File: src/rtl/blpc_pkg.sv
`timescale 1ns / 1ps
// ----------------------------------------------------------------------------
// blpc_pkg
// Shared types and constants of the button LED pattern controller.
// ----------------------------------------------------------------------------
package blpc_pkg;

   localparam int unsigned PWM_STEPS_DEF = 100;
   localparam int unsigned CSR_IDX_W     = 8;
   localparam int unsigned CSR_DATA_W    = 16;
   localparam int unsigned TIME_W        = 32;
   localparam int unsigned PERIOD_W      = 16;
   localparam int unsigned BRIGHT_W      = 7;
   localparam int unsigned SOS_POS_W     = 5;

   localparam logic [PERIOD_W-1:0]  LONG_PRESS_RST  = 16'd1000;
   localparam logic [PERIOD_W-1:0]  BASE_PERIOD_RST = 16'd500;
   localparam logic [SOS_POS_W-1:0] SOS_LAST        = 5'd16;

   typedef enum logic [CSR_IDX_W-1:0] {
      CSR_LONG_PRESS  = 8'd0,
      CSR_BASE_PERIOD = 8'd1
   } csr_index_type;

   typedef enum logic [1:0] {
      EV_NONE    = 2'd0,
      EV_SHORT   = 2'd1,
      EV_LONG    = 2'd2,
      EV_RELEASE = 2'd3
   } event_type;

   typedef enum logic [1:0] {
      PAT_STEADY = 2'd0,
      PAT_BREATH = 2'd1,
      PAT_SOS    = 2'd2,
      PAT_DOUBLE = 2'd3
   } pattern_type;

   typedef struct packed {
      logic        led_on;
      event_type   button_event;
      pattern_type pattern_sel;
      logic [1:0]  speed_level;
   } result_type;

   // SOS symbol table: dots and dashes sit on even slots, gaps on odd ones
   function automatic logic sos_on(input logic [SOS_POS_W-1:0] pos);
      logic on;
      on = (pos <= SOS_LAST) && !pos[0];
      return on;
   endfunction

endpackage

File: src/rtl/blpc_rate_div.sv
`timescale 1ns / 1ps
// ----------------------------------------------------------------------------
// blpc_rate_div
// Two-stage constant divider: base period over the PWM step count, by
// reciprocal multiply and a single correction step.
// ----------------------------------------------------------------------------
module blpc_rate_div #(
   parameter int unsigned PWM_STEPS = blpc_pkg::PWM_STEPS_DEF
) (
   input  logic                           clock,
   input  logic [blpc_pkg::PERIOD_W-1:0]  base,
   output logic [blpc_pkg::PERIOD_W-1:0]  quot
);

   localparam int unsigned PW      = blpc_pkg::PERIOD_W;
   localparam int unsigned RECIP   = (1 << PW) / PWM_STEPS;
   localparam int unsigned PROD_W  = PW + blpc_pkg::BRIGHT_W;

   localparam logic [PW-1:0]     RECIP_C = PW'(RECIP);
   localparam logic [PROD_W-1:0] STEPS_C = PROD_W'(PWM_STEPS);

   logic [2*PW-1:0]   prod;
   logic [PW-1:0]     q0_ff;
   logic [PW-1:0]     base_d_ff;
   logic [PROD_W-1:0] back;
   logic [PROD_W-1:0] rem;
   logic [PW-1:0]     quot_in;
   logic [PW-1:0]     quot_ff;

   // estimate is exact or one low
   assign prod = base * RECIP_C;

   always_comb begin
      back    = PROD_W'(q0_ff) * STEPS_C;
      rem     = PROD_W'(base_d_ff) - back;
      quot_in = (rem >= STEPS_C) ? q0_ff + 1'b1 : q0_ff;
   end

   always_ff @(posedge clock) begin
      q0_ff     <= prod[2*PW-1:PW];
      base_d_ff <= base;
      quot_ff   <= quot_in;
   end

   assign quot = quot_ff;

endmodule

File: src/rtl/blpc_out_skid.sv
`timescale 1ns / 1ps
// ----------------------------------------------------------------------------
// blpc_out_skid
// Result register with one skid entry, so a request can be taken while
// the previous result still waits.
// ----------------------------------------------------------------------------
module blpc_out_skid (
   input  logic                 clock,
   input  logic                 reset,
   input  logic                 push,
   input  blpc_pkg::result_type push_data,
   output logic                 full,
   output logic                 out_valid,
   input  logic                 out_stall,
   output blpc_pkg::result_type out_data
);

   logic                 out_valid_ff;
   logic                 out_valid_in;
   blpc_pkg::result_type out_data_ff;
   blpc_pkg::result_type out_data_in;
   logic                 skid_valid_ff;
   logic                 skid_valid_in;
   blpc_pkg::result_type skid_data_ff;
   blpc_pkg::result_type skid_data_in;
   logic                 take;

   assign take = out_valid_ff && !out_stall;

   always_comb begin
      out_valid_in  = out_valid_ff;
      out_data_in   = out_data_ff;
      skid_valid_in = skid_valid_ff;
      skid_data_in  = skid_data_ff;
      if (!out_valid_ff || take) begin
         if (skid_valid_ff) begin
            out_valid_in  = 1'b1;
            out_data_in   = skid_data_ff;
            skid_valid_in = 1'b0;
         end else begin
            out_valid_in = push;
            out_data_in  = push_data;
         end
      end else if (push) begin
         skid_valid_in = 1'b1;
         skid_data_in  = push_data;
      end
   end

   always_ff @(posedge clock) begin
      if (reset) begin
         out_valid_ff  <= 1'b0;
         skid_valid_ff <= 1'b0;
      end else begin
         out_valid_ff  <= out_valid_in;
         skid_valid_ff <= skid_valid_in;
      end
      out_data_ff  <= out_data_in;
      skid_data_ff <= skid_data_in;
   end

   assign full      = skid_valid_ff;
   assign out_valid = out_valid_ff;
   assign out_data  = out_data_ff;

endmodule

File: src/rtl/button_led_pattern_controller.sv
`timescale 1ns / 1ps
// ----------------------------------------------------------------------------
// button_led_pattern_controller
// Press classifier (short, long, release) driving speed level and one of
// four LED patterns: steady toggle, breathing PWM, SOS, double blink.
// ----------------------------------------------------------------------------
//   channel | direction | handshake            | payload
//   req     | in        | req_valid/req_stall  | button_down, ms_tick
//   rsp     | out       | rsp_valid/rsp_stall  | led_on, button_event,
//           |           |                      | pattern_sel, speed_level
//   csr     | in        | csr_valid/csr_ready  | csr_index, csr_wdata
//
// One request per cycle while req_stall is low; its result is registered
// on rsp, or in the skid entry while rsp_stall holds. The single-pass update
// between state and result register sets that rate. req_stall rises when the
// result register and its skid entry are both full, and after reset or any CSR
// write while the breathing step divisor (base period over PWM steps) settles.
// ----------------------------------------------------------------------------
module button_led_pattern_controller #(
   parameter int unsigned PWM_STEPS = blpc_pkg::PWM_STEPS_DEF
) (
   input  logic                            clock,
   input  logic                            reset,
   input  logic                            req_valid,
   output logic                            req_stall,
   input  logic                            req_button_down,
   input  logic                            req_ms_tick,
   output logic                            rsp_valid,
   input  logic                            rsp_stall,
   output logic                            rsp_led_on,
   output logic [1:0]                      rsp_button_event,
   output logic [1:0]                      rsp_pattern_sel,
   output logic [1:0]                      rsp_speed_level,
   input  logic                            csr_valid,
   output logic                            csr_ready,
   input  logic [blpc_pkg::CSR_IDX_W-1:0]  csr_index,
   input  logic [blpc_pkg::CSR_DATA_W-1:0] csr_wdata
);

   localparam int unsigned TW = blpc_pkg::TIME_W;
   localparam int unsigned PW = blpc_pkg::PERIOD_W;
   localparam int unsigned BW = blpc_pkg::BRIGHT_W;
   localparam int unsigned SW = blpc_pkg::SOS_POS_W;

   localparam logic [BW-1:0] STEPS_C     = BW'(PWM_STEPS);
   localparam logic [1:0]    DIV_SETTLE  = 2'd2;

   // configuration and divider settle
   logic [PW-1:0] long_press_ff, long_press_in;
   logic [PW-1:0] base_period_ff, base_period_in;
   logic [1:0]    settle_ff, settle_in;
   logic [PW-1:0] breath_div;

   // press tracking
   logic [TW-1:0] ms_count_ff, ms_count_in;
   logic [TW-1:0] ms_inc_ff, ms_inc_in;
   logic [TW-1:0] press_start_ff, press_start_in;
   logic          prev_down_ff, prev_down_in;
   logic          long_fired_ff, long_fired_in;
   logic [1:0]    speed_ff, speed_in;
   blpc_pkg::pattern_type pattern_ff, pattern_in;
   logic          led_ff, led_in;

   // pattern state
   logic [TW-1:0] steady_last_ff, steady_last_in;
   logic [TW-1:0] breath_last_ff, breath_last_in;
   logic [BW-1:0] brightness_ff, brightness_in;
   logic          breath_rising_ff, breath_rising_in;
   logic [BW-1:0] pwm_phase_ff, pwm_phase_in;
   logic [SW-1:0] sos_pos_ff, sos_pos_in;
   logic [TW-1:0] sos_last_ff, sos_last_in;
   logic [TW-1:0] double_last_ff, double_last_in;
   logic [1:0]    double_phase_ff, double_phase_in;

   // per-request logic
   logic                  req_accept;
   logic                  skid_full;
   logic [TW-1:0]         ms_next;
   logic [TW-1:0]         hold_ms;
   blpc_pkg::event_type   ev;
   logic [1:0]            speed_new;
   blpc_pkg::pattern_type pattern_new;
   logic [PW-1:0]         period;
   logic [PW-1:0]         breath_thr;
   logic [PW-1:0]         double_thr;
   logic [TW-1:0]         el_steady;
   logic [TW-1:0]         el_breath;
   logic [TW-1:0]         el_sos;
   logic [TW-1:0]         el_double;
   logic [BW-1:0]         bright_step;
   logic [BW:0]           phase_inc;
   logic [SW-1:0]         sos_cur;
   blpc_pkg::result_type  res;
   blpc_pkg::result_type  rsp_data;

   assign csr_ready  = 1'b1;
   assign req_stall  = skid_full || (settle_ff != 2'd0);
   assign req_accept = req_valid && !req_stall;

   blpc_rate_div #(
      .PWM_STEPS (PWM_STEPS)
   ) u_rate_div (
      .clock (clock),
      .base  (base_period_ff),
      .quot  (breath_div)
   );

   always_comb begin
      long_press_in  = long_press_ff;
      base_period_in = base_period_ff;
      settle_in      = (settle_ff != 2'd0) ? settle_ff - 2'd1 : settle_ff;
      if (csr_valid && csr_ready) begin
         settle_in = DIV_SETTLE;
         if (csr_index == blpc_pkg::CSR_LONG_PRESS) begin
            long_press_in = csr_wdata;
         end else if (csr_index == blpc_pkg::CSR_BASE_PERIOD) begin
            base_period_in = csr_wdata;
         end
      end
   end

   always_comb begin
      ms_next = req_ms_tick ? ms_inc_ff : ms_count_ff;
      hold_ms = ms_next - press_start_ff;

      ev = blpc_pkg::EV_NONE;
      if (req_button_down) begin
         if (!prev_down_ff) begin
            ev = blpc_pkg::EV_SHORT;
         end else if (hold_ms >= TW'(long_press_ff) && !long_fired_ff) begin
            ev = blpc_pkg::EV_LONG;
         end
      end else if (prev_down_ff) begin
         ev = blpc_pkg::EV_RELEASE;
      end

      speed_new   = (ev == blpc_pkg::EV_SHORT) ? speed_ff + 2'd1 : speed_ff;
      pattern_new = (ev == blpc_pkg::EV_LONG) ?
                    blpc_pkg::pattern_type'(pattern_ff + 2'd1) : pattern_ff;

      period     = base_period_ff >> speed_new;
      breath_thr = breath_div >> speed_new;
      double_thr = base_period_ff >> ({1'b0, speed_new} + 3'd2);

      el_steady = ms_next - steady_last_ff;
      el_breath = ms_next - breath_last_ff;
      el_sos    = ms_next - sos_last_ff;
      el_double = ms_next - double_last_ff;

      bright_step = breath_rising_ff ? brightness_ff + 1'b1 : brightness_ff - 1'b1;
      phase_inc   = {1'b0, pwm_phase_ff} + 1'b1;
      sos_cur     = (sos_pos_ff <= blpc_pkg::SOS_LAST) ? sos_pos_ff : '0;

      ms_count_in      = ms_count_ff;
      ms_inc_in        = ms_inc_ff;
      press_start_in   = press_start_ff;
      prev_down_in     = prev_down_ff;
      long_fired_in    = long_fired_ff;
      speed_in         = speed_ff;
      pattern_in       = pattern_ff;
      led_in           = led_ff;
      steady_last_in   = steady_last_ff;
      breath_last_in   = breath_last_ff;
      brightness_in    = brightness_ff;
      breath_rising_in = breath_rising_ff;
      pwm_phase_in     = pwm_phase_ff;
      sos_pos_in       = sos_pos_ff;
      sos_last_in      = sos_last_ff;
      double_last_in   = double_last_ff;
      double_phase_in  = double_phase_ff;

      if (req_accept) begin
         ms_count_in  = ms_next;
         ms_inc_in    = ms_next + 1'b1;
         prev_down_in = req_button_down;
         speed_in     = speed_new;
         pattern_in   = pattern_new;
         case (ev)
            blpc_pkg::EV_SHORT: begin
               press_start_in = ms_next;
               long_fired_in  = 1'b0;
            end
            blpc_pkg::EV_LONG: begin
               long_fired_in = 1'b1;
            end
            blpc_pkg::EV_RELEASE: begin
               long_fired_in = 1'b0;
            end
            default: begin
            end
         endcase

         case (pattern_new)
            blpc_pkg::PAT_STEADY: begin
               if (el_steady >= TW'(period)) begin
                  led_in         = !led_ff;
                  steady_last_in = ms_next;
               end
            end
            blpc_pkg::PAT_BREATH: begin
               if (el_breath >= TW'(breath_thr)) begin
                  brightness_in  = bright_step;
                  breath_last_in = ms_next;
                  if (bright_step >= STEPS_C || bright_step == '0) begin
                     breath_rising_in = !breath_rising_ff;
                  end
               end
               pwm_phase_in = (phase_inc >= {1'b0, STEPS_C}) ? '0 : phase_inc[BW-1:0];
               led_in       = pwm_phase_in < brightness_in;
            end
            blpc_pkg::PAT_SOS: begin
               if (el_sos >= TW'(period)) begin
                  led_in      = blpc_pkg::sos_on(sos_cur);
                  sos_last_in = ms_next;
                  sos_pos_in  = (sos_cur == blpc_pkg::SOS_LAST) ? '0 : sos_cur + 1'b1;
               end
            end
            default: begin
               if (el_double >= TW'(double_thr)) begin
                  led_in          = !double_phase_ff[0];
                  double_phase_in = double_phase_ff + 2'd1;
                  double_last_in  = ms_next;
               end
            end
         endcase
      end

      res.led_on       = led_in;
      res.button_event = ev;
      res.pattern_sel  = pattern_new;
      res.speed_level  = speed_new;
   end

   always_ff @(posedge clock) begin
      if (reset) begin
         long_press_ff    <= blpc_pkg::LONG_PRESS_RST;
         base_period_ff   <= blpc_pkg::BASE_PERIOD_RST;
         settle_ff        <= DIV_SETTLE;
         ms_count_ff      <= '0;
         ms_inc_ff        <= TW'(1);
         press_start_ff   <= '0;
         prev_down_ff     <= 1'b0;
         long_fired_ff    <= 1'b0;
         speed_ff         <= '0;
         pattern_ff       <= blpc_pkg::PAT_STEADY;
         led_ff           <= 1'b0;
         steady_last_ff   <= '0;
         breath_last_ff   <= '0;
         brightness_ff    <= '0;
         breath_rising_ff <= 1'b1;
         pwm_phase_ff     <= '0;
         sos_pos_ff       <= '0;
         sos_last_ff      <= '0;
         double_last_ff   <= '0;
         double_phase_ff  <= '0;
      end else begin
         long_press_ff    <= long_press_in;
         base_period_ff   <= base_period_in;
         settle_ff        <= settle_in;
         ms_count_ff      <= ms_count_in;
         ms_inc_ff        <= ms_inc_in;
         press_start_ff   <= press_start_in;
         prev_down_ff     <= prev_down_in;
         long_fired_ff    <= long_fired_in;
         speed_ff         <= speed_in;
         pattern_ff       <= pattern_in;
         led_ff           <= led_in;
         steady_last_ff   <= steady_last_in;
         breath_last_ff   <= breath_last_in;
         brightness_ff    <= brightness_in;
         breath_rising_ff <= breath_rising_in;
         pwm_phase_ff     <= pwm_phase_in;
         sos_pos_ff       <= sos_pos_in;
         sos_last_ff      <= sos_last_in;
         double_last_ff   <= double_last_in;
         double_phase_ff  <= double_phase_in;
      end
   end

   blpc_out_skid u_out_skid (
      .clock     (clock),
      .reset     (reset),
      .push      (req_accept),
      .push_data (res),
      .full      (skid_full),
      .out_valid (rsp_valid),
      .out_stall (rsp_stall),
      .out_data  (rsp_data)
   );

   assign rsp_led_on       = rsp_data.led_on;
   assign rsp_button_event = rsp_data.button_event;
   assign rsp_pattern_sel  = rsp_data.pattern_sel;
   assign rsp_speed_level  = rsp_data.speed_level;

   a_full_stalls: assert property (@(posedge clock) disable iff (reset)
      (req_accept && rsp_valid && rsp_stall) |=> req_stall)
      else $error("request taken into a full output stage without stalling");

   a_pattern_on_long: assert property (@(posedge clock) disable iff (reset)
      (!$past(reset) && pattern_ff != $past(pattern_ff))
         |-> $past(req_accept && ev == blpc_pkg::EV_LONG))
      else $error("pattern changed without a long press");

   a_breath_bounds: assert property (@(posedge clock) disable iff (reset)
      (brightness_ff <= STEPS_C) && (pwm_phase_ff < STEPS_C))
      else $error("breathing brightness or PWM phase out of range");

   a_sos_bound: assert property (@(posedge clock) disable iff (reset)
      sos_pos_ff <= blpc_pkg::SOS_LAST)
      else $error("SOS position past the end of the symbol table");

endmodule
File: config.mk
export PLATFORM = sky130hd
export DESIGN_NAME = button_led_pattern_controller
export DESIGN_NICKNAME = d
export VERILOG_FILES = /design/src/rtl/blpc_pkg.sv /design/src/rtl/blpc_rate_div.sv /design/src/rtl/blpc_out_skid.sv /design/src/rtl/button_led_pattern_controller.sv
export SDC_FILE = /design/constraint.sdc
export NUM_CORES = 1
export LEC_CHECK = 0
export BUFFER_PORTS_ARGS = -buffer_cell sky130_fd_sc_hd__buf_4
export CAP_MARGIN = 5
export CORE_MARGIN = 2
export CORE_UTILIZATION = 40
export CTS_BUF_LIST = sky130_fd_sc_hd__clkbuf_4 sky130_fd_sc_hd__clkbuf_8
export DETAILED_ROUTE_END_ITERATION = 6
export SYNTH_ARGS = -nofsm -noshare
export SYNTH_HDL_FRONTEND = slang
export SYNTH_SLANG_ARGS = --single-unit
File: constraint.sdc
create_clock -name clock -period 25.8 [get_ports clock]
set_input_delay 5.16 -clock clock [delete_from_list [all_inputs] [get_ports clock]]
set_output_delay 5.16 -clock clock [all_outputs]
set_load 0.01 [all_outputs]
==> impl_results.md <==
* Status: finished clean
* Clk slew on worst S/H paths at ~70 ps
* Fmax at 78.3 MHz
* CP arrival at 13260 ps
* Top post-synthesis cells by area: dfxtp_1, ha_1, inv_1, nor2_1, a21oi_1
* Final hold violations at 0
* Main synth FF type: dfxtp_1
* Mapped cell area at 29400 sq um
* Synth Net Count at about 4.1k
* Die Area at 75800 sq um
* CTS buffer count at 59
* Asr flop ratio synth at 0%
* Horiz. Die Dim at 275 um
* CP Class: in2reg
* Share of layout cells above drive strength 1 at 7.85%
* Slew @ Worst Pin at approximately 1100 ps
* # port buffers at 39
* Final slew viol count at 0
* Fillers at between 7k and 8k
* Final HPWL DP at 65.2 mm
* CTS tree: done
* Chip height at 275 um
* Drt pass-1 iters at 7
* Max Cap Viol at 0
* DR WL/cell at 18.7 um
* Cell variety after synth at 98
* Fin crit share at 49.5%
* Setup tns final at 0 ps
* First-pass GRT wire length at 136 mm
* CORE AREA at ~73000 sq um
* Worst-skew pair later-pin latency at 690 ps
* # clock sinks at 337
* Crit path time final at 12770 ps
* Layout area overhead at 9.00%
* Antenna violations before repair at 1
* PD cells at 51.3 nW/um^2
* Final ANT Viol Nets at 0
* H-tree Lvls at 2
* Cts repair resizes at 0
* Clock Path Buffers at 3
* Post-Syn Area per Cell at roughly 8 sq um
* Post-route DRC at 0
* Final wirelength at 86.5 mm
* Pleak at 0.0141 uW
* Kind of end point of the critical path: register
* Total power at 1650 uW
* Crit-path max FO at between 40 and 50
* Vias at 25.9k
* Required @ worst endpoint at 26290 ps
* Worst hold path type: reg2reg
* # rows at 99
* Critical Path Source Type: input port
* Initial core utilization at 40.4%
* DP Area at 30700 sq um
* Mapped Cells at between 3k and 4k
* Vias per Instance at about 5.6
* Top cell type's share of synthesized area at 22.0%
* Critical path's largest stage delay at 910 ps
* Vias in the first global route at ~24k
* Syn. warnings at 0
* Placer congestion estimate at 0.936
* Post-CTS setup buffer count at 0
* Non-Filler Instances at 4629
* Crit-path slowest cell: nor4_4
* Relative slew margins at 26.1%
* Global-route usage over all layers at 22.6%
* Post-CTS Hold Buffers at 0
* Grt ovf at 0
* DRT iter0 DRCs at 1666
* Yosys reg bits at 337
* EDFF count, synth at 14
* RSZ-0062 raised after global routing: no
* Post-Layout Inst Area at 32100 sq um
* Part of the Yosys area used for sequential elements at 23.4%
* Cells after DPL at ~4.5k
* Io pins at 41
* Largest net degree at the start of global routing at 121
* Clock Tree Root: clkbuf_8
* Total Nets Final at 4109
* VDD IR max at 0.0447 mV
* Synth area leader: dfxtp_1
* Final setup violation count at 0
* Fin Clk Skew at 58.2 ps
## synth_stat cells, types with 34 or more instances
cell        n
xor2_1     55
a311oi_1   35
fa_1       59
xnor2_1   116
nor3_1     53
o211ai_1   34
nand2b_1   37
a21o_1     77
inv_1     359
ha_1      395
o21ai_0   140
a211oi_1  170
nor2_1    357
clkbuf_1  124
nand3_1    88
mux2i_1   111
o21a_1     37
nand4_1    51
nand2_1   263
dfxtp_1   323
a21oi_1   267
## power by group
part	internal, uW	switching (uW)
clock network	337	241
registers	534	6.52
logic	220	309
total	1090	557
## sequential cells by signal, indices dropped and copies added, names as in the netlist, 2 cells and up
register	cells
base_period_ff	16
breath_last_ff	32
brightness_ff	7
double_last_ff	32
long_press_ff	16
ms_count_ff	32
ms_inc_ff	32
pattern_ff	2
press_start_ff	32
pwm_phase_ff	7
settle_ff	2
sos_last_ff	32
sos_pos_ff	5
speed_ff	2
steady_last_ff	32
u_out_skid.out_data	7
u_out_skid.skid_data_ff	7
u_rate_div.base_d_ff	14
u_rate_div.q0_ff	10
u_rate_div.quot	11
## worst max-delay path: cells and delay by family
| family | cells | cell delay (ps) |
|---|---|---|
| simple gates | 11 | 2850 |
| compound gates | 9 | 1930 |
| mux | 3 | 1150 |
| fa+ha+maj | 3 | 970 |
| buf+inv | 2 | 910 |
| xor+xnor | 1 | 160 |
## cells by family (layout without fill, tap and decap cells)
family	after synthesis	count (layout)	synth area share, %
AND/OR/NAND/NOR	1044	1044	16.9
flip-flops	337	337	23.4
multiplexers	119	119	4.08
buffers and inverters	518	553	6.82
XOR/XNOR	171	171	5.09
adder cells (fa/ha/maj)	454	454	20.8
other	1	3	0.0127
AO/OA/AOI/OAI	989	989	22.9
## metrics by stage
stage | worst slack, ps | hold slack (ps) | utilization, %
CTS | 13270 | 450 | 44.0
detailed placement | 12680 | 442 | 42.1
global route | 12300 | 472 | 44.0
finish | 13030 | 452 | 44.0
global placement | 12740 | 429 | 42.1
floorplan | 12310 | 422 | -
## layout make-up
class	instances	area (sq um)	area share [%]
Clock inverter	25	337	1.05
Clock buffer	80	1020	3.18
Multi-Input combinational cell	2778	20600	64.3
Inverter	359	1350	4.20
Antenna cell	2	5.00	0.0156
Tap cell	959	1200	3.74
Timing Repair Buffer	89	676	2.11
Sequential cell	337	6890	21.5
## layer usage
metal  vias to the layer above  routed length (um)  GRT usage, %
met5                         -                   0             0
met2                       645               38800          37.1
li1                      13007                   -             -
met4                         0                2730          6.88
met1                     12098               41000          31.5
met3                       141                4030          2.12
## layout by cell type, fill, tap and decap left out, types with 107 or more instances in the layout
| master | netlist | routed |
|---|---|---|
| a211oi_1 | 170 | 170 |
| ha_1 | 395 | 395 |
| dfxtp_1 | 323 | 323 |
| xnor2_1 | 116 | 114 |
| mux2i_1 | 111 | 107 |
| nor2_1 | 357 | 355 |
| inv_1 | 359 | 359 |
| nand2_1 | 263 | 263 |
| o21ai_0 | 140 | 140 |
| a21oi_1 | 267 | 267 |
## path summary, 6_finish.rpt
kind / start / to / slack [ps] / cells after the start
worst max-delay path: req_ms_tick / u_out_skid.out_data[6] / 13030 / 29
worst min register to register: ms_inc_ff[28] / ms_inc_ff[28] / 450 / 2
worst max register to register: ms_inc_ff[5] / u_out_skid.out_data[6] / 18020 / 27
worst min-delay path: ms_inc_ff[28] / ms_inc_ff[28] / 450 / 2
Power figures use the tool's default switching activity.
